File: src/hdl/tled_pkg.sv
// Shared types and constants for the two-level event demultiplexer.
`default_nettype none
package tled_pkg;

    localparam int PORT_W = 12;
    localparam int MODE_W = 2;

    typedef enum logic [MODE_W-1:0] {
        MODE_RAISE      = 2'd0,
        MODE_DEMUX      = 2'd1,
        MODE_TEST_CLEAR = 2'd2,
        MODE_UNMASK     = 2'd3
    } mode_t;

    typedef enum logic [2:0] {
        ST_IDLE,
        ST_DIV,
        ST_REM,
        ST_READ,
        ST_EXEC,
        ST_DM_RD,
        ST_DM_WR,
        ST_DONE
    } state_t;

    typedef struct packed {
        logic load_in;
        logic dm_start;
        logic div_step;
        logic rem_step;
        logic rd_single;
        logic exec_single;
        logic dm_rd;
        logic dm_wr;
        logic dm_next;
        logic out_load;
    } ctrl_cmd_t;

    typedef struct packed {
        logic in_range;
        logic sel_bit;
        logic idx_last;
        logic out_free;
        logic upcall;
    } dp_stat_t;

endpackage
`default_nettype wire

File: src/hdl/tled_ctrl.sv
// Sequencer for raise, demux walk, test-and-clear and unmask transactions.
`default_nettype none
module tled_ctrl
(
    input  wire logic                  clk,
    input  wire logic                  rst_n,
    input  wire logic                  in_valid,
    input  wire tled_pkg::mode_t       mode,
    output logic                       in_ready,
    input  wire tled_pkg::dp_stat_t    stat,
    output tled_pkg::ctrl_cmd_t        cmd
);
    import tled_pkg::*;

    state_t state_reg;
    state_t state_next;

    always_ff @(posedge clk or negedge rst_n)
    begin
        if (!rst_n)
        begin
            state_reg <= ST_IDLE;
        end
        else
        begin
            state_reg <= state_next;
        end
    end

    always_comb
    begin
        state_next = state_reg;
        cmd        = '0;
        in_ready   = 1'b0;
        unique case (state_reg)
            ST_IDLE:
            begin
                in_ready = 1'b1;
                if (in_valid)
                begin
                    cmd.load_in = 1'b1;
                    if (mode == MODE_DEMUX)
                    begin
                        cmd.dm_start = 1'b1;
                        state_next   = ST_DM_RD;
                    end
                    else
                    begin
                        state_next = ST_DIV;
                    end
                end
            end
            ST_DIV:
            begin
                cmd.div_step = 1'b1;
                state_next   = ST_REM;
            end
            ST_REM:
            begin
                cmd.rem_step = 1'b1;
                state_next   = ST_READ;
            end
            ST_READ:
            begin
                if (stat.in_range)
                begin
                    cmd.rd_single = 1'b1;
                    state_next    = ST_EXEC;
                end
                else
                begin
                    state_next = ST_DONE;
                end
            end
            ST_EXEC:
            begin
                cmd.exec_single = 1'b1;
                state_next      = ST_DONE;
            end
            ST_DM_RD:
            begin
                if (stat.sel_bit)
                begin
                    cmd.dm_rd  = 1'b1;
                    state_next = ST_DM_WR;
                end
                else if (stat.idx_last)
                begin
                    state_next = ST_DONE;
                end
                else
                begin
                    cmd.dm_next = 1'b1;
                end
            end
            ST_DM_WR:
            begin
                cmd.dm_wr = 1'b1;
                if (stat.idx_last)
                begin
                    state_next = ST_DONE;
                end
                else
                begin
                    cmd.dm_next = 1'b1;
                    state_next  = ST_DM_RD;
                end
            end
            ST_DONE:
            begin
                if (stat.out_free)
                begin
                    cmd.out_load = 1'b1;
                    state_next   = ST_IDLE;
                end
            end
            default:
            begin
                state_next = ST_IDLE;
            end
        endcase
    end

endmodule
`default_nettype wire

File: config.mk
export PLATFORM = sky130hd
export DESIGN_NAME = tled_ctrl
export DESIGN_NICKNAME = d
export VERILOG_FILES = /design/src/hdl/tled_pkg.sv /design/src/hdl/tled_ctrl.sv
export SDC_FILE = /design/constraint.sdc
export NUM_CORES = 1
export LEC_CHECK = 0
export BUFFER_PORTS_ARGS = -buffer_cell sky130_fd_sc_hd__buf_2
export CORE_AREA = 2 2 39 41
export CTS_CLUSTER_DIAMETER = 200
export CTS_CLUSTER_SIZE = 30
export DETAILED_ROUTE_END_ITERATION = 7
export DIE_AREA = 0 0 41 43
export MAX_ROUTING_LAYER = met4
export SYNTH_ARGS = -nofsm -noshare
export SYNTH_HDL_FRONTEND = slang
export SYNTH_SLANG_ARGS = --single-unit
File: constraint.sdc
create_clock -name clk -period 2 [get_ports clk]
set_input_delay 0.3 -clock clk [delete_from_list [all_inputs] [get_ports clk]]
set_output_delay 0.3 -clock clk [all_outputs]
set_load 0.05 [all_outputs]
After elaboration in Yosys (flattened, before gate mapping). Cells that the tools add are included.

Output and inout port bits: 11. Flip-flop bits (word level): 3. Input port bits: 10. Word-level logic and storage cells: 39.

Muxes and demuxes: 25. Equal/unequal tests: 11. Reductions and logical operators: 2.

Operators with widths (count): one-hot mux 3 bit (8 select lines) (1); 2-to-1 mux 3 bit (5); 2-to-1 mux 1 bit (14); equality test 3 bit, second input constant (4); 2-to-1 mux 2 bit (4); equality test 3 x 2 -> 1 bit, second input constant (2); inequality test 2 bit, second input constant (2); equality test 3 x 1 -> 1 bit, second input constant (1); logical NOT 3 bit (1); inequality test 3 bit, second input constant (1); AND reduction 3 bit (1); equality test 2 x 1 -> 1 bit, second input constant (1); one-hot mux 1 bit (2 select lines) (1).

Longest topological paths before layout.
Depth after elaboration: 4. Mapped depth: 4. Mapped depth without buffers: 3.

Least setup slack after synthesis. No wires, ideal clock.

Kind: register to output. Start point: reg state_reg[1]. End point: out cmd[9] (netlist bit). Buffers on the path: 1. Path slack: -35 ps. Data arrival time: 1735 ps. Stages on the path, launching flop included: 4. Cell sequence: dfrtp_1 -> buf_6 -> nor3_2 -> and2_1.

RTL lines: from (decl) (RTL line tled_ctrl.sv:15) `state_t state_reg;`; from (signal assigned) (RTL line tled_ctrl.sv:26) `state_reg <= state_next;`; to (decl) (RTL line tled_ctrl.sv:11) `output tled_pkg::ctrl_cmd_t cmd`.

==> reports/qor.yml <==
min_path:
  hold_path.class: "in -> reg"
  min_path_cells: 3
  holdPathEnd: "state_reg[0]$_DFFE_PN0P_"
  min_from: "in_valid"
yosys:
  synth-seq-cells: 3
  synth.net_count: 55
  synth.distinct_cells: 26
  avgSynthCellArea_sq_um: 8.119
  ys_seq_area_share_pct: 20.55
  syn_inst: 45
  synth_xor_area_share_pct: 0
  synth_mux_area_share_pct: 0
  synth_compound_area_share_pct: 25.68
  synthAdderAreaFrac_pct: 0
  yosysWarnings: 0
  synth_area_sq_um: 365.4
  synth-simple-area-share_pct: 43.49
  synth_top_family_by_area: "simple AND/OR/NAND/NOR gates"
sta:
  relSlewSlack_pct: 62.74
  fmax_mhz: 553.0
  period_share_pct: 90.42
  period_needed_ns: 1.808
  finalMaxSlewViolations: 0
  setup_viol: 0
  rsz0062_at_grt: "false"
  clock_skew_ns: 0.003774
  hold_violations: 0
  fin_ws_ns: 0.1916
  setup_tns_ns: 0
  worst_pin_slew_ns: 0.5589
power:
  p_leak_nw: 0.2477
  power.density_mw_per_mm2: 1645
  ir_drop_mv: 0.6192
  fin_total_pwr_mw: 0.8232
critical_path:
  cp.arrival_ns: 1.51
  reg2reg_from: "state_reg[1]$_DFFE_PN0P_"
  path_buf_inv: 1
  critPathMaxFanout: 15
  cp.required_ns: 1.70
  worstSetupPathType: "reg -> out"
  r2r_end: "state_reg[1]$_DFFE_PN0P_"
  cpPeakStageDelay_ns: 0.57
  critPathCaptureType: "primary output"
  r2r_slack_ns: 0.66
  start_kind: "flop"
  slowest_stage: "dfrtp_1"
  crit_chain: "nand2b_1 > a21oi_1 > buf_2"
  r2r_cells: 3
  path_delay_family: "flip-flops"
routing:
  drt-wirelength-per-cell_microns: 9.602
  drc: 0
  drt_iter0_markers: 9
  dr_total_vias: 390
  firstDrtPassIters: 4
  wirelength_microns: 797
  vias_per_cell: 4.699
  ant_nets: 0
clock_network:
  clock_latency_ns: 0.23
  numCtsBuffers: 3
  root_buffer: "clkbuf_4"
  cts.clk_slew.worst_paths_ns: 0.04
  cts_num_sinks: 3
  cts_resized: 0
  h-tree-depth: 1
  cts_tree: "yes"
  clockBufferDepth: 2
  postCtsSetupRepairBufs: 0
finish:
  mostFrequentLayoutCell: "buf_2"
  n_antenna_cell: 0
  multi_input_area_sq_um: 259.0
  fin_cells: 83
  drive_above_1_share_pct: 50.75
  nNetsFinal: 78
  final_area_sq_um: 500.5
  nFillCells: 157
  regArea_sq_um: 75.07
  layout_common_cells: "19 x buf_2, 9 x nor2_1, 4 x nand2_1"
  largest_register_ffs: 3
  syn_to_final_growth_pct: 36.99
placement:
  place_hpwl_microns: 600.8
  gp_congestion: 0.6579
  placed_cells: 78
  place_ws_ns: 0.4295
  portBuffers: 19
  placed_cell_area_sq_um: 464.2
die:
  start_util_pct: 26.40
  fp.dieW_microns: 41
  die_area_sq_mm: 0.001763
  num_rows: 14
  core_sq_mm: 0.001384
  io_pins: 21
  die_h_microns: 43
grt:
  grt_pass1_vias: 340
  antenna_found_initial: 0
  overflow: 0
  grt_use_total_pct: 11.87
  grt_pass1_wl_microns: 1338
  grt_max_degree: 16
outcome:
  status: "finished, final reports clean"
run:
  cap_violations: 0
cell type report:
cell class	instances	area share (%)
Timing Repair Buffer	21	22.50
Tap cell	16	4.000
Multi-Input combinational cell	37	51.75
Sequential cell	3	15.00
Inverter	2	1.500
Clock buffer	4	5.250
where the power goes:
| group | switching [mW] | internal (mW) | total [mW] |
|---|---|---|---|
| Sequential | 0.103 | 0.0893 | 0.192 |
| Clock | 0.0332 | 0.0749 | 0.108 |
| Combinational | 0.345 | 0.178 | 0.523 |
| Total | 0.481 | 0.342 | 0.823 |
through the flow:
stage	hold WS [ns]	util [%]
after floorplan	0.004409	-
after global placement	0.09745	33.54
after detailed placement	0.09754	33.54
after CTS	0.3703	36.17
after global routing	0.3701	36.17
final	0.3731	36.17
metal layers:
metal  wire [microns]  vias to the layer above  part of all wire (%)  global-route usage, %
met5                0                        -                     0                      -
met4                8                        0                   1.0                  8.000
met3               53                        2                   6.6                  4.712
met2              371                       13                    47                  16.88
met1              364                      178                    46                  12.99
li1                 -                      197                     -                      -
cell families (layout without fill, tap and decap cells):
group                  count (synthesis)  after routing
AOI/OAI and AO/OA                     10             10
buffers and inverters                  5             27
DFF                                    3              3
and+or+nand+nor                       27             27
cell usage after synthesis:
master / number / area [sq um]
a21oi_1: 1 / 5.000
a21oi_2: 1 / 8.760
and2_1: 2 / 12.51
and3_2: 1 / 7.510
buf_4: 1 / 7.510
buf_6: 2 / 22.52
dfrtp_1: 3 / 75.07
inv_1: 2 / 7.510
nand2_1: 4 / 15.01
nand2_2: 1 / 6.260
nand2b_1: 3 / 18.77
nand3b_1: 1 / 7.510
nor2_1: 9 / 33.78
nor2_4: 1 / 11.26
nor2b_1: 1 / 6.260
nor3_2: 2 / 20.02
nor4_2: 1 / 12.51
o2111ai_1: 1 / 8.760
o211ai_2: 1 / 12.51
o21ai_1: 1 / 5.000
o21ai_2: 1 / 8.760
o21bai_1: 1 / 7.510
o31a_1: 1 / 8.760
o31ai_2: 1 / 12.51
o32ai_2: 1 / 16.27
or2b_1: 1 / 7.510
worst register-to-register path, cell delays in order, from the launching register on:
cell and delay [ns]:
dfrtp_1 0.55, nand2b_1 0.30, o31ai_2 0.22, o32ai_2 0.12
timing repair:
item	4_1_cts	5_1_grt
hold endpoints to repair	3	0
hold buffers	1	0
setup endpoints to repair	0	0
how the worst max path moves through the flow:
stage          depth (start not counted)     end                startpoint
2_1_floorplan                          2  cmd[8]  state_reg[0]$_DFFE_PN0P_
3_3_place_gp                           3  cmd[1]  state_reg[0]$_DFFE_PN0P_
3_5_place_dp                           3  cmd[1]  state_reg[0]$_DFFE_PN0P_
4_1_cts                                3  cmd[1]  state_reg[0]$_DFFE_PN0P_
5_1_grt                                3  cmd[1]  state_reg[0]$_DFFE_PN0P_
6_report                               3  cmd[1]  state_reg[0]$_DFFE_PN0P_
Note: power is estimated with default switching activity, not from simulation.
